[src/rtl/wrp_pkg.sv]
package wrp_pkg;

  // Configured bound on the job count and the most ranges one result stream can carry.
  localparam int MAX_RANGES = 16;
  localparam int RESULT_CAP = 16;
  localparam int JOB_CAP    = (MAX_RANGES < RESULT_CAP) ? MAX_RANGES : RESULT_CAP;

  // Field widths.
  localparam int CNT_W  = 31;
  localparam int DIV_W  = 32;
  localparam int JOBS_W = 5;
  localparam int IDX_W  = 4;
  localparam int WRK_W  = 6;

  // Quotient bits resolved by one divider stage, and the stage count.
  localparam int DIV_BITS   = 4;
  localparam int DIV_STAGES = DIV_W / DIV_BITS;

  // Register byte addresses.
  localparam logic [1:0] ADDR_WORKER_THREADS = 2'd0;

  // One entry of the divider pipeline.
  typedef struct packed {
    logic              vld;
    logic [CNT_W-1:0]  t;
    logic [JOBS_W-1:0] d;
    logic [DIV_W-1:0]  work;
    logic [3:0]        rem;
  } div_t;

  // One finished partition waiting for the emitter.
  typedef struct packed {
    logic              vld;
    logic [CNT_W-1:0]  t;
    logic [CNT_W-1:0]  size;
    logic [JOBS_W-1:0] revised;
  } part_t;

  // Counts k in 1..RESULT_CAP with k <= lim and (k-1)*mult < t; k = 1 always counts.
  // This equals min(lim, ceil(t / mult)) for mult >= 1 and t >= 1.
  function automatic logic [JOBS_W-1:0] count_below(input logic [CNT_W-1:0] t,
                                                    input logic [CNT_W-1:0] mult,
                                                    input logic [JOBS_W-1:0] lim);
    logic [CNT_W+4:0]      prod;
    logic [RESULT_CAP-1:0] hit;
    hit = '0;
    for (int k = 1; k <= RESULT_CAP; k++) begin
      prod = (CNT_W+5)'(mult) * (CNT_W+5)'(k - 1);
      hit[k-1] = ((k == 1) || (prod < (CNT_W+5)'(t))) && (JOBS_W'(k) <= lim);
    end
    return JOBS_W'($countones(hit));
  endfunction

endpackage

[src/rtl/wrp_div_stage.sv]
module wrp_div_stage (
  input  logic         clk,
  input  logic         rst_n,
  input  logic         adv,
  input  wrp_pkg::div_t stage_i,
  output wrp_pkg::div_t stage_o
);
  import wrp_pkg::*;

  div_t       stage_r;
  div_t       stage_nxt;
  logic [4:0] part;

  // Restoring division, several quotient bits per stage. Quotient bits shift
  // into the low end of the work word as dividend bits leave the top.
  always_comb begin
    stage_nxt = stage_i;
    part      = '0;
    for (int s = 0; s < DIV_BITS; s++) begin
      part           = {stage_nxt.rem, stage_nxt.work[DIV_W-1]};
      stage_nxt.work = {stage_nxt.work[DIV_W-2:0], 1'b0};
      if (part >= stage_nxt.d) begin
        part              = part - stage_nxt.d;
        stage_nxt.work[0] = 1'b1;
      end
      stage_nxt.rem = part[3:0];
    end
  end

  // Stage register; the valid bit is the only control state and the only
  // field that reset clears.
  always_ff @(posedge clk) begin
    if (!rst_n) begin
      stage_r.vld <= 1'b0;
    end else if (adv) begin
      stage_r <= stage_nxt;
    end
  end

  assign stage_o = stage_r;

endmodule

[src/rtl/wrp_emit.sv]
module wrp_emit (
  input  logic                        clk,
  input  logic                        rst_n,
  input  wrp_pkg::part_t              part_i,
  output logic                        take_o,
  output logic                        out_valid,
  input  logic                        out_ready,
  output logic [wrp_pkg::CNT_W-1:0]   out_range_start,
  output logic [wrp_pkg::CNT_W-1:0]   out_range_size,
  output logic [wrp_pkg::IDX_W-1:0]   out_range_index,
  output logic [wrp_pkg::JOBS_W-1:0]  out_ranges_total,
  output logic                        out_last_range
);
  import wrp_pkg::*;

  logic              valid_r;
  logic [CNT_W-1:0]  start_r;
  logic [CNT_W-1:0]  len_r;
  logic [CNT_W-1:0]  rem_r;
  logic [CNT_W-1:0]  size_r;
  logic [IDX_W-1:0]  idx_r;
  logic [JOBS_W-1:0] tot_r;
  logic              last_r;

  logic              step;
  logic [CNT_W-1:0]  rem_nxt;
  logic              last_nxt;
  logic              first_last;

  // A new partition loads when the output is empty or its final range leaves.
  assign take_o = !valid_r || (out_ready && last_r);
  assign step   = valid_r && out_ready && !last_r;

  assign rem_nxt    = rem_r - size_r;
  assign last_nxt   = ({1'b0, idx_r} + JOBS_W'(2)) == tot_r;
  assign first_last = part_i.revised == JOBS_W'(1);

  always_ff @(posedge clk) begin
    if (!rst_n) begin
      valid_r <= 1'b0;
    end else if (take_o) begin
      valid_r <= part_i.vld;
    end
  end

  // Output fields; the remainder register gives the final range's length.
  always_ff @(posedge clk) begin
    if (take_o) begin
      start_r <= '0;
      rem_r   <= part_i.t;
      size_r  <= part_i.size;
      len_r   <= first_last ? part_i.t : part_i.size;
      idx_r   <= '0;
      tot_r   <= part_i.revised;
      last_r  <= first_last;
    end else if (step) begin
      start_r <= start_r + size_r;
      rem_r   <= rem_nxt;
      len_r   <= last_nxt ? rem_nxt : size_r;
      idx_r   <= idx_r + IDX_W'(1);
      last_r  <= last_nxt;
    end
  end

  assign out_valid        = valid_r;
  assign out_range_start  = start_r;
  assign out_range_size   = len_r;
  assign out_range_index  = idx_r;
  assign out_ranges_total = tot_r;
  assign out_last_range   = last_r;

endmodule

[src/rtl/work_range_partitioner_core.sv]
// Channel   Direction  Handshake            Payload
// in_       input      in_valid/in_ready    in_total_count, in_min_per_range
// out_      output     out_valid/out_ready  out_range_start, out_range_size,
//                                           out_range_index, out_ranges_total,
//                                           out_last_range
// cfg (APB) input      psel/penable/pready  paddr, pwdata, pwrite, prdata
//
// A request passes an input stage, a job-count stage, eight divider stages of
// four quotient bits each, a range-count stage and the emitter register, in that
// order. The emitter then gives one range per cycle while out_ready is high, so
// the output port sets the sustained rate. Reset clears all valid bits and
// worker_threads at once. While the range-count stage holds a partition that the
// emitter cannot take yet, the whole pipeline holds.
module work_range_partitioner_core (
  input  logic                        clk,
  input  logic                        rst_n,
  input  logic                        in_valid,
  output logic                        in_ready,
  input  logic [wrp_pkg::CNT_W-1:0]   in_total_count,
  input  logic [wrp_pkg::CNT_W-1:0]   in_min_per_range,
  output logic                        out_valid,
  input  logic                        out_ready,
  output logic [wrp_pkg::CNT_W-1:0]   out_range_start,
  output logic [wrp_pkg::CNT_W-1:0]   out_range_size,
  output logic [wrp_pkg::IDX_W-1:0]   out_range_index,
  output logic [wrp_pkg::JOBS_W-1:0]  out_ranges_total,
  output logic                        out_last_range,
  input  logic                        psel,
  input  logic                        penable,
  input  logic                        pwrite,
  input  logic [1:0]                  paddr,
  input  logic [31:0]                 pwdata,
  output logic [31:0]                 prdata,
  output logic                        pready
);
  import wrp_pkg::*;

  logic [WRK_W-1:0]  worker_r;
  logic [7:0]        cap_wide;
  logic [JOBS_W-1:0] cap;

  logic              adv;
  logic              take;

  logic              s0_vld_r;
  logic [CNT_W-1:0]  s0_t_r;
  logic [CNT_W-1:0]  s0_m_r;
  logic              s1_vld_r;
  logic [CNT_W-1:0]  s1_t_r;
  logic [JOBS_W-1:0] s1_jobs_r;

  div_t              div_in   [DIV_STAGES];
  div_t              div_out  [DIV_STAGES];
  div_t              div_tail;
  part_t             part_r;

  // Configuration register; writes complete in the APB access phase.
  assign pready = 1'b1;
  assign prdata = (paddr == ADDR_WORKER_THREADS) ? {{(32-WRK_W){1'b0}}, worker_r} : '0;

  always_ff @(posedge clk) begin
    if (!rst_n) begin
      worker_r <= '0;
    end else if (psel && penable && pwrite && pready && (paddr == ADDR_WORKER_THREADS)) begin
      worker_r <= pwdata[WRK_W-1:0];
    end
  end

  // Upper bound on the job count from the worker count.
  assign cap_wide = 8'({worker_r, 1'b0}) + 8'd2;
  always_comb begin
    if (worker_r == '0) begin
      cap = JOBS_W'(1);
    end else if (cap_wide < 8'(JOB_CAP)) begin
      cap = cap_wide[JOBS_W-1:0];
    end else begin
      cap = JOBS_W'(JOB_CAP);
    end
  end

  // The whole pipeline moves whenever the emitter can take the tail entry.
  assign adv      = !part_r.vld || take;
  assign in_ready = adv;

  // Input and job-count stages; a zero minimum counts as one.
  always_ff @(posedge clk) begin
    if (!rst_n) begin
      s0_vld_r <= 1'b0;
      s1_vld_r <= 1'b0;
    end else if (adv) begin
      s0_vld_r <= in_valid;
      s1_vld_r <= s0_vld_r;
    end
  end

  always_ff @(posedge clk) begin
    if (adv) begin
      s0_t_r    <= in_total_count;
      s0_m_r    <= (in_min_per_range == '0) ? CNT_W'(1) : in_min_per_range;
      s1_t_r    <= s0_t_r;
      s1_jobs_r <= count_below(s0_t_r, s0_m_r, cap);
    end
  end

  // Divider chain for ceil(total / jobs).
  always_comb begin
    div_in[0].vld  = s1_vld_r;
    div_in[0].t    = s1_t_r;
    div_in[0].d    = s1_jobs_r;
    div_in[0].work = {1'b0, s1_t_r} + DIV_W'(s1_jobs_r) - DIV_W'(1);
    div_in[0].rem  = '0;
    for (int i = 1; i < DIV_STAGES; i++) begin
      div_in[i] = div_out[i-1];
    end
  end

  for (genvar g = 0; g < DIV_STAGES; g++) begin : g_div
    wrp_div_stage u_stage (
      .clk     (clk),
      .rst_n   (rst_n),
      .adv     (adv),
      .stage_i (div_in[g]),
      .stage_o (div_out[g])
    );
  end

  assign div_tail = div_out[DIV_STAGES-1];

  // Range-count stage: revised count is ceil(total / size).
  always_ff @(posedge clk) begin
    if (!rst_n) begin
      part_r.vld <= 1'b0;
    end else if (adv) begin
      part_r.vld     <= div_tail.vld;
      part_r.t       <= div_tail.t;
      part_r.size    <= div_tail.work[CNT_W-1:0];
      part_r.revised <= count_below(div_tail.t, div_tail.work[CNT_W-1:0],
                                    JOBS_W'(RESULT_CAP));
    end
  end

  wrp_emit u_emit (
    .clk              (clk),
    .rst_n            (rst_n),
    .part_i           (part_r),
    .take_o           (take),
    .out_valid        (out_valid),
    .out_ready        (out_ready),
    .out_range_start  (out_range_start),
    .out_range_size   (out_range_size),
    .out_range_index  (out_range_index),
    .out_ranges_total (out_ranges_total),
    .out_last_range   (out_last_range)
  );

endmodule

[config.mk]
export PLATFORM = sky130hd
export DESIGN_NAME = work_range_partitioner_core
export DESIGN_NICKNAME = d
export VERILOG_FILES = /design/src/rtl/wrp_pkg.sv /design/src/rtl/wrp_div_stage.sv /design/src/rtl/wrp_emit.sv /design/src/rtl/work_range_partitioner_core.sv
export SDC_FILE = /design/constraint.sdc
export NUM_CORES = 2
export LEC_CHECK = 0
export BUFFER_PORTS_ARGS = -buffer_cell sky130_fd_sc_hd__buf_2
export CAP_MARGIN = 20
export CORE_MARGIN = 2
export CORE_UTILIZATION = 60
export CTS_CLUSTER_DIAMETER = 80
export CTS_CLUSTER_SIZE = 30
export DETAILED_ROUTE_END_ITERATION = 16
export PLACE_DENSITY = 0.77
export SLEW_MARGIN = 20
export SYNTH_ARGS = -nofsm -noshare
export SYNTH_HDL_FRONTEND = slang
export SYNTH_SLANG_ARGS = --single-unit
[constraint.sdc]
create_clock -name clk -period 35.1 [get_ports clk]
set_input_delay 3.51 -clock clk [delete_from_list [all_inputs] [get_ports clk]]
set_output_delay 3.51 -clock clk [all_outputs]
set_load 0.02 [all_outputs]
==> impl_metrics.xml <==
<?xml version="1.0" encoding="UTF-8"?>
<metrics>
  <group name="setup_path">
    <metric name="timing.rr.start" unit="">s0_m_r[1]</metric>
    <metric name="crit_top_cell" unit="">fa_1</metric>
    <metric name="cpPeakStageDelay" unit="ns">0.84</metric>
    <metric name="cp.required" unit="ns">35.52</metric>
    <metric name="critical_path.startpoint" unit="">s0_m_r[1]</metric>
    <metric name="path_max_fanout" unit="">11</metric>
    <metric name="crit_path_start_kind" unit="">register</metric>
    <metric name="worst_setup_path_end_kind" unit="">register</metric>
    <metric name="cpMaxStageDelayCell" unit="">a211oi_1</metric>
    <metric name="critical_path_class" unit="">register to register</metric>
    <metric name="critPathArrivalTime" unit="ns">11.57</metric>
  </group>
  <group name="die">
    <metric name="row_count" unit="">140</metric>
    <metric name="fp.coreArea" unit="sq um">146000</metric>
    <metric name="die-width" unit="microns">387</metric>
    <metric name="floorplan.initialDensity" unit="">0.604</metric>
    <metric name="die_area" unit="sq um">150000</metric>
    <metric name="boundaryPins" unit="">210</metric>
    <metric name="die_height" unit="microns">387</metric>
  </group>
  <group name="power_and_ir_drop">
    <metric name="total_leakage_power" unit="uW">0.0435</metric>
    <metric name="power.internal" unit="uW">3750</metric>
    <metric name="power_frac_comb" unit="">0.699</metric>
    <metric name="sequential_share_of_power" unit="">0.205</metric>
    <metric name="power.density_cell_area" unit="nW/um^2">74.0</metric>
    <metric name="p_switching" unit="uW">3150</metric>
    <metric name="share_clk_of_total_power" unit="">0.095</metric>
    <metric name="ir_drop" unit="uV">74.8</metric>
    <metric name="netSwitchingFraction" unit="">0.457</metric>
    <metric name="power.total" unit="uW">6900</metric>
  </group>
  <group name="final_layout">
    <metric name="stdcell_count" unit="">10900</metric>
    <metric name="layout-area-overhead-vs-synth" unit="%">5.98</metric>
    <metric name="fin_area" unit="sq um">93200</metric>
    <metric name="fin_nets" unit="">11100</metric>
    <metric name="drive_above_1_share" unit="">0.0549</metric>
  </group>
  <group name="timing">
    <metric name="final.hold.worst_slack" unit="ns">0.382</metric>
    <metric name="final.setup_skew" unit="ns">0.0744</metric>
    <metric name="slew_viol_final" unit="">0</metric>
    <metric name="fin_setup_tns" unit="ns">0</metric>
    <metric name="timing.final.setup_violations" unit="">0</metric>
    <metric name="final.min_clock_period" unit="ns">11.16</metric>
    <metric name="fmaxAchievable" unit="MHz">89.6</metric>
    <metric name="fin_crit_sh" unit="">0.318</metric>
    <metric name="worst_slew_pin_slew" unit="ns">1.18</metric>
    <metric name="finalHoldViolations" unit="">0</metric>
    <metric name="max-slew-margin-rel" unit="">0.204</metric>
    <metric name="grt_setup_unrepaired" unit="">false</metric>
  </group>
  <group name="drt">
    <metric name="postRouteWirelength" unit="mm">230</metric>
    <metric name="drt_drc_violations_left" unit="">0</metric>
    <metric name="avgViaCountPerCell" unit="">6.24</metric>
    <metric name="detail_route.first_pass.iterations" unit="">6</metric>
    <metric name="num_vias" unit="">68100</metric>
    <metric name="drt-initial-drc-count" unit="">5155</metric>
    <metric name="wire_per_inst" unit="microns">21.0</metric>
    <metric name="antenna_left" unit="">0</metric>
  </group>
  <group name="yosys">
    <metric name="fraction_of_registers_with_async_set_reset" unit="">0</metric>
    <metric name="ys_warn_count" unit="">0</metric>
    <metric name="synthTopCellsByArea" unit="">edfxtp_1, ha_1, fa_1, a21oi_1, a21o_1</metric>
    <metric name="post_synth_most_frequent_cells" unit="">ha_1, inv_1, edfxtp_1, a21oi_1, o21ai_0</metric>
    <metric name="syn_avg_cell_area" unit="sq um">10.0</metric>
    <metric name="synthFlopType" unit="">edfxtp_1</metric>
    <metric name="summed_instance_area_of_the_synthesized_netlist" unit="sq um">87900</metric>
    <metric name="ys_ff_latch" unit="">876</metric>
    <metric name="yosysTopAreaCell" unit="">edfxtp_1</metric>
    <metric name="seq_area_frac_synth" unit="">0.293</metric>
    <metric name="post_synthesis_instance_total" unit="">8765</metric>
    <metric name="synth_most_common_cell" unit="">ha_1</metric>
    <metric name="synth_enable_flop_cells" unit="">823</metric>
    <metric name="yosysTopAreaCellShare" unit="">0.281</metric>
    <metric name="yosysUniqueCellTypes" unit="">89</metric>
  </group>
  <group name="placed_design">
    <metric name="post_dp_hpwl" unit="mm">181</metric>
    <metric name="place_inst" unit="">10800</metric>
    <metric name="placement.io_buffers" unit="">156</metric>
    <metric name="place_area" unit="sq um">91500</metric>
    <metric name="gpl.final_weighted_congestion" unit="">0.953</metric>
  </group>
  <group name="global_route">
    <metric name="grt_pass1_vias" unit="">68900</metric>
    <metric name="grt_start_max_net_pins" unit="">84</metric>
    <metric name="grt_pass1_wl" unit="mm">363</metric>
    <metric name="grt_overflow" unit="">0</metric>
    <metric name="grt_use_total" unit="">0.303</metric>
    <metric name="antenna_violations_before_repair" unit="">8</metric>
  </group>
  <group name="clocking">
    <metric name="ctsRootBufferMaster" unit="">clkbuf_16</metric>
    <metric name="cts_tree" unit="">built</metric>
    <metric name="cts_num_sinks" unit="">876</metric>
    <metric name="cts_htree_levels" unit="">2</metric>
    <metric name="cts_resized" unit="">0</metric>
    <metric name="later_pin_clock_latency_in_the_skew_report" unit="ns">0.70</metric>
    <metric name="cts.path.max_buffers" unit="">3</metric>
    <metric name="clkSlewWorstSetupHoldPaths" unit="ns">0.10</metric>
    <metric name="cts_inserted_buffers" unit="">47</metric>
    <metric name="cts_setup_buffers" unit="">0</metric>
    <metric name="cts_hold_buf" unit="">0</metric>
  </group>
  <group name="worst_hold_path">
    <metric name="hold_path_class" unit="">register to register</metric>
    <metric name="holdCritStartpoint" unit="">g_div[5].u_stage.stage_o[47]</metric>
  </group>
  <group name="outcome">
    <metric name="status" unit="">completed</metric>
  </group>
  <group name="run">
    <metric name="timing.max_cap.violations" unit="">0</metric>
  </group>
</metrics>
worst max-delay path: cells and delay by family, from the launching register on:
kind / cells / cell delay, ns
AOI/OAI and AO/OA: 10 / 3.71
buffers and inverters: 2 / 0.17
DFF: 1 / 0.69
and+or+nand+nor: 4 / 1.13
xor gates and xnor gates: 3 / 1.06
adders and majority gates: 10 / 4.13
state kept, by name (all words and copies together), names as in the netlist, 6 cells and up:
| signal | flops |
|---|---|
| part_r | 68 |
| u_emit.rem_r | 31 |
| s0_t_r | 31 |
| u_emit.out_range_size | 31 |
| worker_r | 6 |
| u_emit.size_r | 31 |
| s1_t_r | 31 |
| g_div.u_stage.stage_o | 567 |
| s0_m_r | 31 |
| u_emit.out_range_start | 31 |
layer usage:
metal,GRT usage,vias to the layer above,wire length [microns]
met5,0,-,26
met4,0.157,4,13500
met3,0.0320,629,13700
met2,0.516,2280,109000
met1,0.380,32800,93700
li1,-,32500,-
logic make-up (layout without fill, tap and decap cells):
| kind of cell | after synthesis | in the layout | synth area share |
|---|---|---|---|
| AOI/OAI and AO/OA | 2435 | 2435 | 0.177 |
| xor gates and xnor gates | 508 | 508 | 0.0506 |
| and+or+nand+nor | 1713 | 1713 | 0.0987 |
| muxes | 117 | 117 | 0.0141 |
| buffers and inverters | 1083 | 1290 | 0.0474 |
| adders and majority gates | 2031 | 2031 | 0.319 |
| other | 2 | 28 | 0.0000854 |
| DFF | 876 | 876 | 0.293 |
cell type report:
type | count | area, sq um
clock inverter | 29 | 509
tap | 1917 | 2400
multi-input combinational | 6831 | 58100
sequential | 876 | 25800
antenna | 1 | 2.50
inverter | 925 | 3480
clock buffer | 50 | 1190
timing repair buffer | 286 | 1760
fill | 11600 | 52400
path summary, 6_finish.rpt:
path	to	cells after the start	slack (ns)
max	s1_jobs_r[2]	29	23.94
min	g_div[6].u_stage.stage_o[47]	0	0.38
max reg2reg	s1_jobs_r[2]	29	23.94
min reg2reg	g_div[6].u_stage.stage_o[47]	0	0.38
through the flow:
step / util / worst slack, ns
2_1_floorplan: - / 12.87
3_3_place_gp: 0.629 / 24.18
3_5_place_dp: 0.629 / 24.08
4_1_cts: 0.640 / 24.07
5_1_grt: 0.640 / 23.78
6_report: 0.640 / 23.94
power by group through the flow:
stage          clock network, uW  logic, uW  registers [uW]
2_1_floorplan                  0       3590            1470
3_3_place_gp                   0       4490            1430
3_5_place_dp                   0       4720            1440
4_1_cts                      675       4770            1420
5_1_grt                      706       5400            1430
6_report                     658       4830            1420
layout by cell type, fill, tap and decap left out, drive strengths merged, types with 50 or more instances in the layout:
master / n
a211oi: 90
a21o: 470
a21oi: 715
a31oi: 83
and3: 52
buf: 286
clkbuf: 50
dfxtp: 53
edfxtp: 823
fa: 348
ha: 1683
inv: 938
mux2: 52
mux2i: 65
nand2: 386
nand2b: 157
nand3: 134
nand4: 154
nor2: 379
nor2b: 173
nor3: 92
o21a: 112
o21ai: 492
o21bai: 74
xnor2: 343
xor2: 165
Note: power is estimated with default switching activity, not from simulation.
